===== src/rtl/core/scfh_pkg.sv =====
// shared types, constants and functions of the slave command frame handler
`default_nettype none
package scfh_pkg;

   localparam int MAX_FRAME_DEF   = 256;
   localparam int PARAM_BYTES_DEF = 18;
   localparam int XW              = 12;
   localparam int OUTQ_DEPTH      = 4;

   localparam logic [2:0] CSR_NODE_ADDR = 3'd0;
   localparam logic [7:0] NODE_ADDR_RST = 8'h01;

   localparam logic [7:0] BCAST_ADDR = 8'h00;
   localparam logic [7:0] NEG_FUNC   = 8'h80;
   localparam logic [7:0] STAT_COUNT = 8'd10;

   localparam logic [7:0] NEG_BAD_FUNC = 8'd0;
   localparam logic [7:0] NEG_BAD_CRC  = 8'd1;
   localparam logic [7:0] NEG_SHORT    = 8'd2;
   localparam logic [7:0] NEG_LENGTH   = 8'd3;

   // node function codes
   localparam logic [7:0] FN_STATUS      = 8'd0;
   localparam logic [7:0] FN_WIND        = 8'd1;
   localparam logic [7:0] FN_LOWER       = 8'd2;
   localparam logic [7:0] FN_STOP        = 8'd3;
   localparam logic [7:0] FN_GOTO        = 8'd4;
   localparam logic [7:0] FN_OWN_DL      = 8'd5;
   localparam logic [7:0] FN_READ_COMMON = 8'd6;
   localparam logic [7:0] FN_READ_OWN    = 8'd7;

   // broadcast and group function codes
   localparam logic [7:0] BF_STOP      = 8'd2;
   localparam logic [7:0] GF_GOTO      = 8'd3;
   localparam logic [7:0] GF_WIND      = 8'd4;
   localparam logic [7:0] GF_LOWER     = 8'd5;
   localparam logic [7:0] GF_STOP      = 8'd6;
   localparam logic [7:0] GF_COMMON_DL = 8'd7;

   localparam logic [2:0] CMD_WIND_UP     = 3'd0;
   localparam logic [2:0] CMD_LOWER       = 3'd1;
   localparam logic [2:0] CMD_STOP        = 3'd2;
   localparam logic [2:0] CMD_GOTO        = 3'd3;
   localparam logic [2:0] CMD_COMMON_DL   = 3'd4;
   localparam logic [2:0] CMD_OWN_DL      = 3'd5;
   localparam logic [2:0] CMD_READ_COMMON = 3'd6;
   localparam logic [2:0] CMD_READ_OWN    = 3'd7;

   localparam logic signed [11:0] TEMP_HIGH   = 12'sd700;
   localparam logic signed [11:0] TEMP_LOW    = -12'sd400;
   localparam logic [13:0]        SUPPLY_HIGH = 14'd6000;
   localparam logic [13:0]        SUPPLY_LOW  = 14'd4000;
   localparam logic [7:0]         INV_BELOW_ZERO = 8'h01;

   localparam logic [7:0] INV_CODES [16] = '{
      8'h01, 8'h02, 8'h03, 8'h04, 8'h05, 8'h06, 8'h08, 8'h09,
      8'h13, 8'h0C, 8'h0A, 8'h0B, 8'h14, 8'h1A, 8'h1C, 8'h1E};

   typedef struct packed {
      logic          over;
      logic [XW-1:0] flen;
   } job_type;

   typedef struct packed {
      logic [15:0] position;
      logic [15:0] speed;
      logic [47:0] fault;
   } status_type;

   typedef struct packed {
      logic        kind;
      logic [7:0]  data;
      logic        last;
      logic [2:0]  cmd;
      logic [15:0] position;
      logic [15:0] speed;
   } rsp_type;

   typedef enum logic [3:0] {
      ST_IDLE, ST_HDR, ST_CRC, ST_DECIDE, ST_SCAN,
      ST_LOCATE, ST_FETCH, ST_APPLY, ST_EVENT, ST_REPLY
   } back_state_type;

   typedef enum logic [2:0] {
      RK_NONE, RK_POS, RK_NEG, RK_STAT, RK_READ
   } reply_kind_type;

   typedef enum logic [2:0] {
      GOP_NONE, GOP_SPD_HDR, GOP_PAR_HDR, GOP_ZERO_HDR, GOP_HDR_W, GOP_W4, GOP_W2
   } goal_op_type;

   typedef struct packed {
      back_state_type next;
      logic           ev;
      logic [2:0]     cmd;
      reply_kind_type rk;
      logic [7:0]     rarg;
      goal_op_type    gop;
      logic [XW-1:0]  fbase;
      logic [XW-1:0]  fnum;
      logic           fpar;
   } plan_type;

   function automatic logic [15:0] crc_step(input logic [15:0] crc, input logic [7:0] data);
      logic [15:0] c;
      c = crc ^ {8'h00, data};
      for (int b = 0; b < 8; b++) begin
         c = c[0] ? ((c >> 1) ^ 16'hA001) : (c >> 1);
      end
      return c;
   endfunction

endpackage
`default_nettype wire


===== src/rtl/core/scfh_ram.sv =====
// generic single write port ram with registered read
`default_nettype none
module scfh_ram #(
   parameter int WIDTH = 8,
   parameter int DEPTH = 256
) (
   input  logic                     clock,
   input  logic                     we,
   input  logic [$clog2(DEPTH)-1:0] waddr,
   input  logic [WIDTH-1:0]         wdata,
   input  logic [$clog2(DEPTH)-1:0] raddr,
   output logic [WIDTH-1:0]         rdata
);
   logic [WIDTH-1:0] mem [DEPTH];

   always_ff @(posedge clock) begin
      if (we) begin
         mem[waddr] <= wdata;
      end
      rdata <= mem[raddr];
   end
endmodule
`default_nettype wire


===== src/rtl/core/scfh_front.sv =====
// front end: takes words, buffers frame bytes, keeps status samples, hands over frames
`default_nettype none
module scfh_front #(
   parameter int MAX_FRAME = 256
) (
   input  logic                          clock,
   input  logic                          reset,
   input  logic                          push,
   output logic                          full,
   input  logic                          req_type,
   input  logic [7:0]                    req_rx_byte,
   input  logic                          req_rx_last,
   input  logic [15:0]                   req_cur_position,
   input  logic [15:0]                   req_cur_speed,
   input  logic [8:0]                    req_digital_inputs,
   input  logic signed [11:0]            req_env_temp_tenths,
   input  logic [13:0]                   req_supply_mv,
   input  logic [7:0]                    req_inverter_fault,
   output logic                          ram_we,
   output logic [$clog2(MAX_FRAME)-1:0]  ram_waddr,
   output logic [7:0]                    ram_wdata,
   output logic                          job_valid,
   output scfh_pkg::job_type             job,
   input  logic                          job_take,
   input  logic                          back_busy,
   output scfh_pkg::status_type          status
);
   import scfh_pkg::*;

   localparam int CW = $clog2(MAX_FRAME + 2);
   localparam int AW = $clog2(MAX_FRAME);

   logic [CW-1:0] count_ff, count_in;
   logic          jv_ff, jv_in;
   job_type       job_ff, job_in;
   status_type    stat_ff, stat_in;
   logic          accept;
   logic          over;
   logic [47:0]   fault;

   assign full      = jv_ff || back_busy;
   assign accept    = push && !full;
   assign over      = count_ff >= CW'(MAX_FRAME);
   assign ram_we    = accept && !req_type && (count_ff < CW'(MAX_FRAME));
   assign ram_waddr = count_ff[AW-1:0];
   assign ram_wdata = req_rx_byte;
   assign job_valid = jv_ff;
   assign job       = job_ff;
   assign status    = stat_ff;

   always_comb begin
      fault        = '0;
      fault[5:0]   = req_digital_inputs[5:0];
      fault[18:16] = req_digital_inputs[8:6];
      fault[19]    = req_env_temp_tenths > TEMP_HIGH;
      fault[20]    = req_env_temp_tenths < TEMP_LOW;
      fault[21]    = req_supply_mv > SUPPLY_HIGH;
      fault[22]    = req_supply_mv < SUPPLY_LOW;
      for (int i = 0; i < 16; i++) begin
         fault[23+i] = req_inverter_fault == INV_CODES[i];
      end
      fault[39]    = req_inverter_fault == INV_BELOW_ZERO;
   end

   always_comb begin
      count_in = count_ff;
      jv_in    = jv_ff && !job_take;
      job_in   = job_ff;
      stat_in  = stat_ff;
      if (accept && req_type) begin
         stat_in.position = req_cur_position;
         stat_in.speed    = req_cur_speed;
         stat_in.fault    = fault;
      end
      if (accept && !req_type) begin
         if (count_ff <= CW'(MAX_FRAME)) begin
            count_in = count_ff + CW'(1);
         end
         if (req_rx_last) begin
            jv_in       = 1'b1;
            job_in.over = over;
            job_in.flen = over ? XW'(MAX_FRAME) : XW'(count_ff + CW'(1));
            count_in    = '0;
         end
      end
   end

   always_ff @(posedge clock) begin
      job_ff <= job_in;
      if (reset) begin
         count_ff <= '0;
         jv_ff    <= 1'b0;
         stat_ff  <= '0;
      end else begin
         count_ff <= count_in;
         jv_ff    <= jv_in;
         stat_ff  <= stat_in;
      end
   end
endmodule
`default_nettype wire


===== src/rtl/core/scfh_back.sv =====
// back end: reads a buffered frame, checks it, applies commands and builds replies
`default_nettype none
module scfh_back #(
   parameter int MAX_FRAME   = 256,
   parameter int PARAM_BYTES = 18
) (
   input  logic                          clock,
   input  logic                          reset,
   input  logic                          job_valid,
   input  scfh_pkg::job_type             job,
   output logic                          job_take,
   output logic                          busy,
   input  logic [7:0]                    node_address,
   input  scfh_pkg::status_type          status,
   output logic [$clog2(MAX_FRAME)-1:0]  ram_raddr,
   input  logic [7:0]                    ram_rdata,
   output logic                          q_push,
   output scfh_pkg::rsp_type             q_data,
   input  logic                          q_full
);
   import scfh_pkg::*;

   localparam int LW = $clog2(MAX_FRAME + 1);
   localparam int AW = $clog2(MAX_FRAME);
   localparam int RW = $clog2(PARAM_BYTES + 6);

   back_state_type state_ff, state_in;
   logic [XW-1:0]  cnt_ff, cnt_in, base_ff, base_in, num_ff, num_in, pidx_ff;
   logic           pend_ff, inr_ff;
   logic [LW-1:0]  flen_ff, flen_in;
   logic           over_ff, over_in;
   logic [7:0]     hb_ff [5];
   logic [7:0]     hb_in [5];
   logic [7:0]     w_ff [4];
   logic [7:0]     w_in [4];
   logic [7:0]     par_ff [PARAM_BYTES];
   logic [7:0]     par_in [PARAM_BYTES];
   logic [15:0]    crc_ff, crc_in, rxcrc_ff, rxcrc_in, rcrc_ff, rcrc_in;
   logic           fnd_ff, fnd_in;
   logic [7:0]     fidx_ff, fidx_in;
   logic [15:0]    gpos_ff, gpos_in, gspd_ff, gspd_in;
   plan_type       plan_ff, plan_in, dec, loc, pl;
   logic [RW-1:0]  ridx_ff, ridx_in, rlen, k7, k3;
   logic           reading, rd_issue, done, crc_ok;
   logic [XW-1:0]  rd_addr;
   logic [7:0]     rbyte, body;
   logic [16:0]    flen17, want, want2;
   logic           fixed4, good;

   assign reading  = (state_ff == ST_HDR) || (state_ff == ST_CRC) ||
                     (state_ff == ST_SCAN) || (state_ff == ST_FETCH);
   assign rd_issue = reading && (cnt_ff < num_ff);
   assign rd_addr  = base_ff + cnt_ff;
   assign done     = (cnt_ff == num_ff) && !pend_ff;
   assign rbyte    = inr_ff ? ram_rdata : 8'h00;
   assign crc_ok   = (flen_ff >= LW'(4)) && (crc_ff == rxcrc_ff);
   assign flen17   = 17'(flen_ff);
   assign pl       = (state_ff == ST_LOCATE) ? loc : dec;

   // frame decision after header and check pass
   always_comb begin
      dec    = '{next: ST_IDLE, ev: 1'b0, cmd: CMD_WIND_UP, rk: RK_NONE, rarg: 8'h00,
                 gop: GOP_NONE, fbase: '0, fnum: '0, fpar: 1'b0};
      fixed4 = (hb_ff[1] == FN_STATUS) || (hb_ff[1] == FN_STOP) ||
               (hb_ff[1] == FN_READ_COMMON) || (hb_ff[1] == FN_READ_OWN);
      want   = '0;
      want2  = {1'b0, hb_ff[2], hb_ff[3]} + 17'd6;
      good   = 1'b0;
      if (!over_ff && (flen_ff < LW'(4))) begin
         if (hb_ff[0] == node_address) begin
            dec.next = ST_APPLY;
            dec.rk   = RK_NEG;
            dec.rarg = NEG_SHORT;
         end
      end else if (hb_ff[0] == BCAST_ADDR) begin
         if (hb_ff[1] <= BF_STOP) begin
            want = (hb_ff[1] == BF_STOP) ? 17'd4 : 17'(hb_ff[2]) + 17'd5;
            if (!over_ff && (flen17 == want) && crc_ok) begin
               dec.next = ST_APPLY;
               dec.ev   = 1'b1;
               dec.cmd  = hb_ff[1][2:0];
               dec.gop  = (hb_ff[1] != BF_STOP) ? GOP_SPD_HDR : GOP_NONE;
            end
         end else if (hb_ff[1] <= GF_COMMON_DL) begin
            if (!over_ff && (flen17 == want2)) begin
               if (hb_ff[1] == GF_COMMON_DL) begin
                  if (crc_ok) begin
                     dec.next = ST_APPLY;
                     dec.ev   = 1'b1;
                     dec.cmd  = CMD_COMMON_DL;
                  end
               end else begin
                  dec.next  = ST_SCAN;
                  dec.fbase = XW'(5);
                  dec.fnum  = XW'(hb_ff[4]);
               end
            end
         end
      end else if (hb_ff[0] == node_address) begin
         dec.next = ST_APPLY;
         if (hb_ff[1] > FN_READ_OWN) begin
            dec.rk   = RK_NEG;
            dec.rarg = NEG_BAD_FUNC;
         end else begin
            want = fixed4 ? 17'd4 : 17'(hb_ff[2]) + 17'd5;
            good = !over_ff && (flen17 == want);
            if ((hb_ff[1] == FN_WIND) || (hb_ff[1] == FN_LOWER)) begin
               good = good && (hb_ff[2] == 8'd2);
            end
            if (hb_ff[1] == FN_GOTO) begin
               good = good && (hb_ff[2] == 8'd4);
            end
            if (!good) begin
               dec.rk   = RK_NEG;
               dec.rarg = (!over_ff && (flen17 < want)) ? NEG_SHORT : NEG_LENGTH;
            end else if (!crc_ok) begin
               dec.rk   = RK_NEG;
               dec.rarg = NEG_BAD_CRC;
            end else begin
               dec.rarg = hb_ff[1];
               case (hb_ff[1])
                  FN_STATUS: begin
                     dec.rk = RK_STAT;
                  end
                  FN_WIND: begin
                     dec.ev  = 1'b1;
                     dec.cmd = CMD_WIND_UP;
                     dec.gop = GOP_PAR_HDR;
                     dec.rk  = RK_POS;
                  end
                  FN_LOWER: begin
                     dec.ev  = 1'b1;
                     dec.cmd = CMD_LOWER;
                     dec.gop = GOP_ZERO_HDR;
                     dec.rk  = RK_POS;
                  end
                  FN_STOP: begin
                     dec.ev  = 1'b1;
                     dec.cmd = CMD_STOP;
                     dec.rk  = RK_POS;
                  end
                  FN_GOTO: begin
                     dec.next  = ST_FETCH;
                     dec.ev    = 1'b1;
                     dec.cmd   = CMD_GOTO;
                     dec.gop   = GOP_HDR_W;
                     dec.rk    = RK_POS;
                     dec.fbase = XW'(5);
                     dec.fnum  = XW'(2);
                  end
                  FN_OWN_DL: begin
                     dec.next  = ST_FETCH;
                     dec.ev    = 1'b1;
                     dec.cmd   = CMD_OWN_DL;
                     dec.rk    = RK_POS;
                     dec.fbase = XW'(3);
                     dec.fnum  = XW'(PARAM_BYTES);
                     dec.fpar  = 1'b1;
                  end
                  FN_READ_COMMON: begin
                     dec.ev  = 1'b1;
                     dec.cmd = CMD_READ_COMMON;
                  end
                  default: begin
                     dec.ev  = 1'b1;
                     dec.cmd = CMD_READ_OWN;
                     dec.rk  = RK_READ;
                  end
               endcase
            end
         end
      end
   end

   // group frame outcome once the member list has been searched
   always_comb begin
      loc = '{next: ST_IDLE, ev: 1'b0, cmd: CMD_WIND_UP, rk: RK_NONE, rarg: 8'h00,
              gop: GOP_NONE, fbase: '0, fnum: '0, fpar: 1'b0};
      if (fnd_ff && crc_ok) begin
         loc.ev = 1'b1;
         case (hb_ff[1])
            GF_GOTO: begin
               loc.next  = ST_FETCH;
               loc.cmd   = CMD_GOTO;
               loc.gop   = GOP_W4;
               loc.fbase = XW'(5) + XW'(hb_ff[4]) + (XW'(fidx_ff) << 2);
               loc.fnum  = XW'(4);
            end
            GF_WIND, GF_LOWER: begin
               loc.next  = ST_FETCH;
               loc.cmd   = (hb_ff[1] == GF_WIND) ? CMD_WIND_UP : CMD_LOWER;
               loc.gop   = GOP_W2;
               loc.fbase = XW'(5) + XW'(hb_ff[4]) + (XW'(fidx_ff) << 1);
               loc.fnum  = XW'(2);
            end
            default: begin
               loc.next = ST_APPLY;
               loc.cmd  = CMD_STOP;
            end
         endcase
      end
   end

   always_comb begin
      case (plan_ff.rk)
         RK_POS:  rlen = RW'(2);
         RK_NEG:  rlen = RW'(3);
         RK_STAT: rlen = RW'(13);
         RK_READ: rlen = RW'(PARAM_BYTES + 3);
         default: rlen = '0;
      endcase
      k7   = ridx_ff - RW'(7);
      k3   = ridx_ff - RW'(3);
      body = 8'h00;
      case (plan_ff.rk)
         RK_POS: begin
            body = (ridx_ff == RW'(0)) ? node_address : plan_ff.rarg;
         end
         RK_NEG: begin
            case (ridx_ff)
               RW'(0):  body = node_address;
               RW'(1):  body = NEG_FUNC;
               default: body = plan_ff.rarg;
            endcase
         end
         RK_STAT: begin
            case (ridx_ff)
               RW'(0):  body = hb_ff[0];
               RW'(1):  body = hb_ff[1];
               RW'(2):  body = STAT_COUNT;
               RW'(3):  body = status.position[15:8];
               RW'(4):  body = status.position[7:0];
               RW'(5):  body = status.speed[15:8];
               RW'(6):  body = status.speed[7:0];
               default: begin
                  for (int i = 0; i < 6; i++) begin
                     if (k7 == RW'(i)) begin
                        body = status.fault[8*i +: 8];
                     end
                  end
               end
            endcase
         end
         RK_READ: begin
            case (ridx_ff)
               RW'(0):  body = node_address;
               RW'(1):  body = FN_READ_OWN;
               RW'(2):  body = 8'(PARAM_BYTES);
               default: begin
                  for (int i = 0; i < PARAM_BYTES; i++) begin
                     if (k3 == RW'(i)) begin
                        body = par_ff[i];
                     end
                  end
               end
            endcase
         end
         default: body = 8'h00;
      endcase
   end

   // next state
   always_comb begin
      state_in = state_ff;
      case (state_ff)
         ST_IDLE:   if (job_valid) state_in = ST_HDR;
         ST_HDR:    if (done) state_in = ST_CRC;
         ST_CRC:    if (done) state_in = ST_DECIDE;
         ST_DECIDE: state_in = dec.next;
         ST_SCAN:   if (done) state_in = ST_LOCATE;
         ST_LOCATE: state_in = loc.next;
         ST_FETCH:  if (done) state_in = ST_APPLY;
         ST_APPLY:  state_in = ST_EVENT;
         ST_EVENT: begin
            if (!plan_ff.ev || !q_full) state_in = ST_REPLY;
         end
         ST_REPLY: begin
            if (plan_ff.rk == RK_NONE) begin
               state_in = ST_IDLE;
            end else if (!q_full && (ridx_ff == rlen + RW'(1))) begin
               state_in = ST_IDLE;
            end
         end
         default:   state_in = ST_IDLE;
      endcase
   end

   // outputs
   always_comb begin
      job_take         = (state_ff == ST_IDLE) && job_valid;
      busy             = state_ff != ST_IDLE;
      ram_raddr        = rd_addr[AW-1:0];
      q_push           = 1'b0;
      q_data.kind      = 1'b0;
      q_data.data      = 8'h00;
      q_data.last      = 1'b0;
      q_data.cmd       = CMD_WIND_UP;
      q_data.position  = gpos_ff;
      q_data.speed     = gspd_ff;
      case (state_ff)
         ST_EVENT: begin
            q_push      = plan_ff.ev && !q_full;
            q_data.kind = 1'b1;
            q_data.last = 1'b1;
            q_data.cmd  = plan_ff.cmd;
         end
         ST_REPLY: begin
            q_push      = (plan_ff.rk != RK_NONE) && !q_full;
            q_data.last = ridx_ff == rlen + RW'(1);
            if (ridx_ff < rlen) begin
               q_data.data = body;
            end else if (ridx_ff == rlen) begin
               q_data.data = rcrc_ff[7:0];
            end else begin
               q_data.data = rcrc_ff[15:8];
            end
         end
         default: q_push = 1'b0;
      endcase
   end

   // datapath
   always_comb begin
      cnt_in   = reading ? (done ? '0 : (rd_issue ? cnt_ff + XW'(1) : cnt_ff)) : '0;
      base_in  = base_ff;
      num_in   = num_ff;
      flen_in  = flen_ff;
      over_in  = over_ff;
      hb_in    = hb_ff;
      w_in     = w_ff;
      par_in   = par_ff;
      crc_in   = crc_ff;
      rxcrc_in = rxcrc_ff;
      rcrc_in  = rcrc_ff;
      fnd_in   = fnd_ff;
      fidx_in  = fidx_ff;
      gpos_in  = gpos_ff;
      gspd_in  = gspd_ff;
      plan_in  = plan_ff;
      ridx_in  = ridx_ff;
      case (state_ff)
         ST_IDLE: begin
            flen_in = job.flen[LW-1:0];
            over_in = job.over;
            base_in = '0;
            num_in  = XW'(5);
            crc_in  = 16'hFFFF;
            fnd_in  = 1'b0;
         end
         ST_HDR: begin
            if (pend_ff) begin
               for (int i = 0; i < 5; i++) begin
                  if (pidx_ff == XW'(i)) hb_in[i] = rbyte;
               end
            end
            if (done) begin
               base_in = '0;
               num_in  = XW'(flen_ff);
            end
         end
         ST_CRC: begin
            if (pend_ff) begin
               if (pidx_ff + XW'(2) < XW'(flen_ff)) begin
                  crc_in = crc_step(crc_ff, rbyte);
               end else if (pidx_ff + XW'(2) == XW'(flen_ff)) begin
                  rxcrc_in[7:0] = rbyte;
               end else begin
                  rxcrc_in[15:8] = rbyte;
               end
            end
         end
         ST_DECIDE, ST_LOCATE: begin
            plan_in = pl;
            base_in = pl.fbase;
            num_in  = pl.fnum;
         end
         ST_SCAN: begin
            if (pend_ff && !fnd_ff && (rbyte == node_address)) begin
               fnd_in  = 1'b1;
               fidx_in = pidx_ff[7:0];
            end
         end
         ST_FETCH: begin
            if (pend_ff) begin
               for (int i = 0; i < 4; i++) begin
                  if (pidx_ff == XW'(i)) w_in[i] = rbyte;
               end
               if (plan_ff.fpar) begin
                  for (int i = 0; i < PARAM_BYTES; i++) begin
                     if (pidx_ff == XW'(i)) par_in[i] = rbyte;
                  end
               end
            end
         end
         ST_APPLY: begin
            ridx_in = '0;
            rcrc_in = 16'hFFFF;
            case (plan_ff.gop)
               GOP_SPD_HDR: gspd_in = {hb_ff[3], hb_ff[4]};
               GOP_PAR_HDR: begin
                  gpos_in = {par_ff[12], par_ff[13]};
                  gspd_in = {hb_ff[3], hb_ff[4]};
               end
               GOP_ZERO_HDR: begin
                  gpos_in = '0;
                  gspd_in = {hb_ff[3], hb_ff[4]};
               end
               GOP_HDR_W: begin
                  gpos_in = {hb_ff[3], hb_ff[4]};
                  gspd_in = {w_ff[0], w_ff[1]};
               end
               GOP_W4: begin
                  gpos_in = {w_ff[0], w_ff[1]};
                  gspd_in = {w_ff[2], w_ff[3]};
               end
               GOP_W2:  gspd_in = {w_ff[0], w_ff[1]};
               default: gspd_in = gspd_ff;
            endcase
         end
         ST_REPLY: begin
            if (q_push) begin
               ridx_in = ridx_ff + RW'(1);
               if (ridx_ff < rlen) rcrc_in = crc_step(rcrc_ff, body);
            end
         end
         default: ridx_in = ridx_ff;
      endcase
   end

   always_ff @(posedge clock) begin
      base_ff  <= base_in;
      num_ff   <= num_in;
      pidx_ff  <= cnt_ff;
      inr_ff   <= rd_addr < XW'(flen_ff);
      flen_ff  <= flen_in;
      over_ff  <= over_in;
      hb_ff    <= hb_in;
      w_ff     <= w_in;
      crc_ff   <= crc_in;
      rxcrc_ff <= rxcrc_in;
      rcrc_ff  <= rcrc_in;
      fidx_ff  <= fidx_in;
      plan_ff  <= plan_in;
      ridx_ff  <= ridx_in;
      fnd_ff   <= fnd_in;
      if (reset) begin
         state_ff <= ST_IDLE;
         cnt_ff   <= '0;
         pend_ff  <= 1'b0;
         gpos_ff  <= '0;
         gspd_ff  <= '0;
         for (int i = 0; i < PARAM_BYTES; i++) par_ff[i] <= 8'h00;
      end else begin
         state_ff <= state_in;
         cnt_ff   <= cnt_in;
         pend_ff  <= rd_issue;
         gpos_ff  <= gpos_in;
         gspd_ff  <= gspd_in;
         par_ff   <= par_in;
      end
   end
endmodule
`default_nettype wire


===== src/rtl/core/scfh_outq.sv =====
// small result queue between the back end and the result ports
`default_nettype none
module scfh_outq #(
   parameter int DEPTH = 4
) (
   input  logic              clock,
   input  logic              reset,
   input  logic              push,
   input  scfh_pkg::rsp_type din,
   output logic              full,
   input  logic              pop,
   output logic              empty,
   output scfh_pkg::rsp_type dout
);
   import scfh_pkg::*;

   localparam int PW = $clog2(DEPTH);
   localparam int CW = $clog2(DEPTH + 1);

   rsp_type       ent_ff [DEPTH];
   logic [PW-1:0] wp_ff, wp_in, rp_ff, rp_in;
   logic [CW-1:0] cnt_ff, cnt_in;
   logic          do_push, do_pop;

   assign full    = cnt_ff == CW'(DEPTH);
   assign empty   = cnt_ff == '0;
   assign dout    = ent_ff[rp_ff];
   assign do_push = push && !full;
   assign do_pop  = pop && !empty;

   always_comb begin
      wp_in  = do_push ? ((wp_ff == PW'(DEPTH - 1)) ? '0 : wp_ff + PW'(1)) : wp_ff;
      rp_in  = do_pop ? ((rp_ff == PW'(DEPTH - 1)) ? '0 : rp_ff + PW'(1)) : rp_ff;
      cnt_in = cnt_ff + CW'(do_push) - CW'(do_pop);
   end

   always_ff @(posedge clock) begin
      if (do_push) begin
         ent_ff[wp_ff] <= din;
      end
      if (reset) begin
         wp_ff  <= '0;
         rp_ff  <= '0;
         cnt_ff <= '0;
      end else begin
         wp_ff  <= wp_in;
         rp_ff  <= rp_in;
         cnt_ff <= cnt_in;
      end
   end
endmodule
`default_nettype wire


===== src/rtl/core/slave_command_frame_handler.sv =====
// top level of the slave command frame handler
// A frame byte or a status sample is taken while full is low. At the word that closes a
// frame, full stays high while the frame is handled out of the frame memory, which has a
// single write port: a header pass, a CRC pass and the decision, for a group frame a member
// search, payload reads, the command word and the reply words (up to PARAM_BYTES + 5);
// this takes longer when the four-word result queue backs up.
`default_nettype none
module slave_command_frame_handler #(
   parameter int MAX_FRAME   = scfh_pkg::MAX_FRAME_DEF,
   parameter int PARAM_BYTES = scfh_pkg::PARAM_BYTES_DEF
) (
   input  logic               clock,
   input  logic               reset,
   input  logic               push,
   output logic               full,
   input  logic               req_type,
   input  logic [7:0]         req_rx_byte,
   input  logic               req_rx_last,
   input  logic [15:0]        req_cur_position,
   input  logic [15:0]        req_cur_speed,
   input  logic [8:0]         req_digital_inputs,
   input  logic signed [11:0] req_env_temp_tenths,
   input  logic [13:0]        req_supply_mv,
   input  logic [7:0]         req_inverter_fault,
   output logic               empty,
   input  logic               pop,
   output logic               rsp_out_kind,
   output logic [7:0]         rsp_resp_byte,
   output logic               rsp_resp_last,
   output logic [2:0]         rsp_command,
   output logic [15:0]        rsp_target_position,
   output logic [15:0]        rsp_target_speed,
   input  logic               psel,
   input  logic               penable,
   input  logic               pwrite,
   input  logic [2:0]         paddr,
   input  logic [31:0]        pwdata,
   output logic [31:0]        prdata,
   output logic               pready
);
   import scfh_pkg::*;

   localparam int AW = $clog2(MAX_FRAME);

   logic [7:0]    node_ff, node_in;
   logic          ram_we;
   logic [AW-1:0] ram_waddr, ram_raddr;
   logic [7:0]    ram_wdata, ram_rdata;
   logic          job_valid, job_take, back_busy;
   job_type       job;
   status_type    status;
   logic          q_push, q_full;
   rsp_type       q_data, q_head;

   assign pready  = 1'b1;
   assign prdata  = (paddr == CSR_NODE_ADDR) ? {24'd0, node_ff} : 32'd0;
   assign node_in = (psel && penable && pwrite && (paddr == CSR_NODE_ADDR)) ?
                    pwdata[7:0] : node_ff;

   always_ff @(posedge clock) begin
      if (reset) begin
         node_ff <= NODE_ADDR_RST;
      end else begin
         node_ff <= node_in;
      end
   end

   scfh_front #(.MAX_FRAME(MAX_FRAME)) u_front (
      .clock, .reset, .push, .full,
      .req_type, .req_rx_byte, .req_rx_last, .req_cur_position, .req_cur_speed,
      .req_digital_inputs, .req_env_temp_tenths, .req_supply_mv, .req_inverter_fault,
      .ram_we, .ram_waddr, .ram_wdata,
      .job_valid, .job, .job_take, .back_busy, .status
   );

   scfh_ram #(.WIDTH(8), .DEPTH(MAX_FRAME)) u_frame_ram (
      .clock, .we(ram_we), .waddr(ram_waddr), .wdata(ram_wdata),
      .raddr(ram_raddr), .rdata(ram_rdata)
   );

   scfh_back #(.MAX_FRAME(MAX_FRAME), .PARAM_BYTES(PARAM_BYTES)) u_back (
      .clock, .reset, .job_valid, .job, .job_take, .busy(back_busy),
      .node_address(node_ff), .status,
      .ram_raddr, .ram_rdata,
      .q_push, .q_data, .q_full
   );

   scfh_outq #(.DEPTH(OUTQ_DEPTH)) u_outq (
      .clock, .reset, .push(q_push), .din(q_data), .full(q_full),
      .pop, .empty, .dout(q_head)
   );

   assign rsp_out_kind        = q_head.kind;
   assign rsp_resp_byte       = q_head.data;
   assign rsp_resp_last       = q_head.last;
   assign rsp_command         = q_head.cmd;
   assign rsp_target_position = q_head.position;
   assign rsp_target_speed    = q_head.speed;

   a_no_push_when_full: assert property (@(posedge clock) disable iff (reset)
      q_push |-> !q_full)
      else $error("result pushed into a full queue");

   a_no_write_while_busy: assert property (@(posedge clock) disable iff (reset)
      ram_we |-> (!back_busy && !job_valid))
      else $error("frame memory written while a frame is handled");

   a_job_starts: assert property (@(posedge clock) disable iff (reset)
      job_take |=> (back_busy && !job_valid))
      else $error("frame handover did not start the back end");
endmodule
`default_nettype wire

===== config.mk =====
export PLATFORM = sky130hd
export DESIGN_NAME = slave_command_frame_handler
export DESIGN_NICKNAME = d
export VERILOG_FILES = /design/src/rtl/core/scfh_pkg.sv /design/src/rtl/core/scfh_ram.sv /design/src/rtl/core/scfh_front.sv /design/src/rtl/core/scfh_back.sv /design/src/rtl/core/scfh_outq.sv /design/src/rtl/core/slave_command_frame_handler.sv
export SDC_FILE = /design/constraint.sdc
export NUM_CORES = 2
export LEC_CHECK = 0
export BUFFER_PORTS_ARGS = -buffer_cell sky130_fd_sc_hd__buf_2
export CORE_MARGIN = 3
export CORE_UTILIZATION = 65
export CTS_CLUSTER_SIZE = 12
export DETAILED_ROUTE_END_ITERATION = 10
export HOLD_SLACK_MARGIN = 0.02
export PLACE_DENSITY_LB_ADDON = 0.2
export REMOVE_ABC_BUFFERS = 1
export SLEW_MARGIN = 10
export SYNTH_ARGS = -nofsm -noshare
export SYNTH_HDL_FRONTEND = slang
export SYNTH_HIERARCHICAL = 1
export SYNTH_SLANG_ARGS = --single-unit

===== constraint.sdc =====
create_clock -name clock -period 10.1 [get_ports clock]
set_clock_uncertainty 0.05 [all_clocks]
set_input_delay 2.02 -clock clock [delete_from_list [all_inputs] [get_ports clock]]
set_output_delay 2.02 -clock clock [all_outputs]
set_load 0.02 [all_outputs]

==> reports/results.txt <==
outcome -> finished clean
total gr overflow -> 0
Starting DRT DRC Count -> 9228
critical path peak fanout -> 26
Avg Inst Size Synth -> 16.2 µm²
IO Pins -> 207
first-pass GRT wire length -> 431000 µm
H-tree levels -> 5
routed len/inst -> 30.3 µm
die area -> 179000 µm²
CTS tree -> built
Slew @ Worst Pin -> 1.32 ns
Area Overhead vs Synth -> 9.35%
Final setup viols -> 0
storage element area -> 78700 µm²
Clock Latency Late Sink -> 0.94 ns
Fillers -> 10.5k
post-place instance area -> 116000 µm²
Routed WL -> 291000 µm
RSZ-0062 raised after global routing -> false
DRT antenna net count -> 0
height of the chip -> 423 µm
design area -> 124000 µm²
CP Capture Type -> register
CTS Sinks -> 2723
first-pass detailed-route iteration total -> 6
layout net count -> 7350
largest net degree at the start of global routing -> 163
Num CTS Buffers -> 292
VDD IR-drop max -> 0.223 mV
core area -> 172000 µm²
final-report hold violation count -> 0
Hold/Removal Path Class -> register to register
num rows -> 152
Placed Instances -> 9147
Via Count -> 66.3k
min Tclk post-route -> 6.16 ns
Final Max Tran Viols -> 0
area of the multi-input gates -> 31700 µm²
total chip power -> 29200 µW
GP Congestion -> 0.965
Max-slew headroom -> 11.2%
HPWL Detailed -> 179000 µm
Clk pin slew, worst setup/hold paths -> 0.06 ns
all-layer global routing usage -> 32.5%
Vias per Instance -> 6.91
critical path arrival -> 6.75 ns
cts hold-fix bufs -> 0
maximum clock insertion buffer count -> 4
synthesized area -> 113000 µm²
fin cells -> 9592
vias in the first global route -> 65.6k
cell leakage power -> 0.0390 µW
layout cells sized above 1 -> 16.6%
WS Path Type -> register to register
Max Cap Viol -> 0
synth warn -> 6
setup repair bufs after CTS -> 0
Peak Freq -> 162 MHz
initial antenna violation count -> 7
Initial Util -> 65.7%
Port-buffer cells -> 157
CP Launch Type -> register
power per standard cell area -> 236 nW/µm²
Mapped Cells -> 6996
Hold WS -> 0.346 ns
Gates resized, CTS repair -> 0
Die W -> 423 µm
WP data required -> 10.69 ns
CTS root buffer -> clkbuf_16
number of remaining DRC errors -> 0
final worst-path cycle share -> 61.0%
[layout make-up]
cell class / instances / area share, %
repair buffers: 270 / 1.43
diodes: 7 / 0.0142
clock buffers: 395 / 6.42
flip-flops and latches: 2723 / 63.6
multi-input cells: 3749 / 25.7
clock inverters: 43 / 0.207
well taps: 2310 / 2.34
inverters: 95 / 0.288
[report_power, final]
part / total [µW] / switching (µW) / internal, µW
logic: 7030 / 4280 / 2750
registers: 12700 / 165 / 12500
clock network: 9490 / 4020 / 5470
total: 29200 / 8470 / 20700
[critical path, stage by stage, from the launching register on]
cell,delay [ns]
edfxtp_1,0.54
inv_1,0.19
ha_1,0.40
buf_4,0.44
inv_1,0.48
nor2_1,0.79
a31o_2,0.38
inv_1,0.08
o22ai_1,0.18
o21ai_0,0.25
a221oi_4,0.58
xnor3_1,0.43
xnor3_1,0.22
xnor3_1,0.46
xor3_1,0.31
nand2_1,0.07
[state kept, by name, summed over array words and instances, names as in the netlist, 9 cells and up, named ones only]
register          cells
u_front/job          10
u_back/crc_ff        16
u_back/cnt_ff        12
u_back/w_ff          32
u_back/plan_ff       19
u_frame_ram/mem    2048
u_back/rxcrc_ff      16
u_back/num_ff         9
u_back/par_ff       144
u_back/gpos_ff       16
u_back/gspd_ff       16
u_back/pidx_ff       12
u_outq/ent_ff       180
u_back/base_ff       11
u_back/rcrc_ff       16
u_back/hb_ff         40
u_front/status       61
u_front/count_ff      9
u_back/flen_ff        9
[metrics by stage]
step / util (%) / setup WS (ns) / TNS [ns]
floorplan: - / -14.31 / -118.74
global placement: 67.0 / 4.22 / 0
detailed placement: 67.0 / 4.15 / 0
CTS: 71.8 / 4.09 / 0
global route: 71.8 / 3.84 / 0
finish: 71.8 / 3.94 / 0
[layout by cell type (no fill, tap or decap), drive strengths merged, types with 11 or more instances in the layout]
master	n
or2	11
a22oi	154
a21o	21
nand2	295
inv	91
conb	48
a211oi	72
or3	29
a31oi	28
a22o	17
o21ai	146
mux4	501
o211ai	25
clkbuf	403
xnor2	92
nor2b	67
clkinv	45
ha	88
and3	37
o221ai	60
a21oi	347
nor4	43
dfxtp	302
nand3	101
nor2	695
mux2i	259
nand2b	54
edfxtp	2421
o21bai	13
nand4	46
a221oi	36
nor3	68
and2	37
xor2	49
buf	262
o22ai	100
[final timing paths]
kind | start | end | slack, ns | depth (start not counted)
worst max-delay path | u_back/ridx_ff[0]$_SDFFCE_PN0P_ | u_back/rcrc_ff[0]$_SDFFCE_PN1P_ | 3.94 | 15
worst min-delay path | u_back/cnt_ff[9]$_SDFFE_PP0P_ | u_back/pidx_ff[9]$_DFF_P_ | 0.35 | 0
worst max register to register | u_back/ridx_ff[0]$_SDFFCE_PN0P_ | u_back/rcrc_ff[0]$_SDFFCE_PN1P_ | 3.94 | 15
worst min register to register | u_back/cnt_ff[9]$_SDFFE_PP0P_ | u_back/pidx_ff[9]$_DFF_P_ | 0.35 | 0
[metal layers]
metal | up-vias | global-route usage (%) | wire (µm)
met5 | - | 0 | 0
met4 | 0 | 14.7 | 15200
met3 | 828 | 5.92 | 28100
met2 | 4005 | 52.0 | 141000
met1 | 33700 | 44.2 | 106000
li1 | 27800 | - | -
No activity file was read; power rests on OpenSTA's default activity.
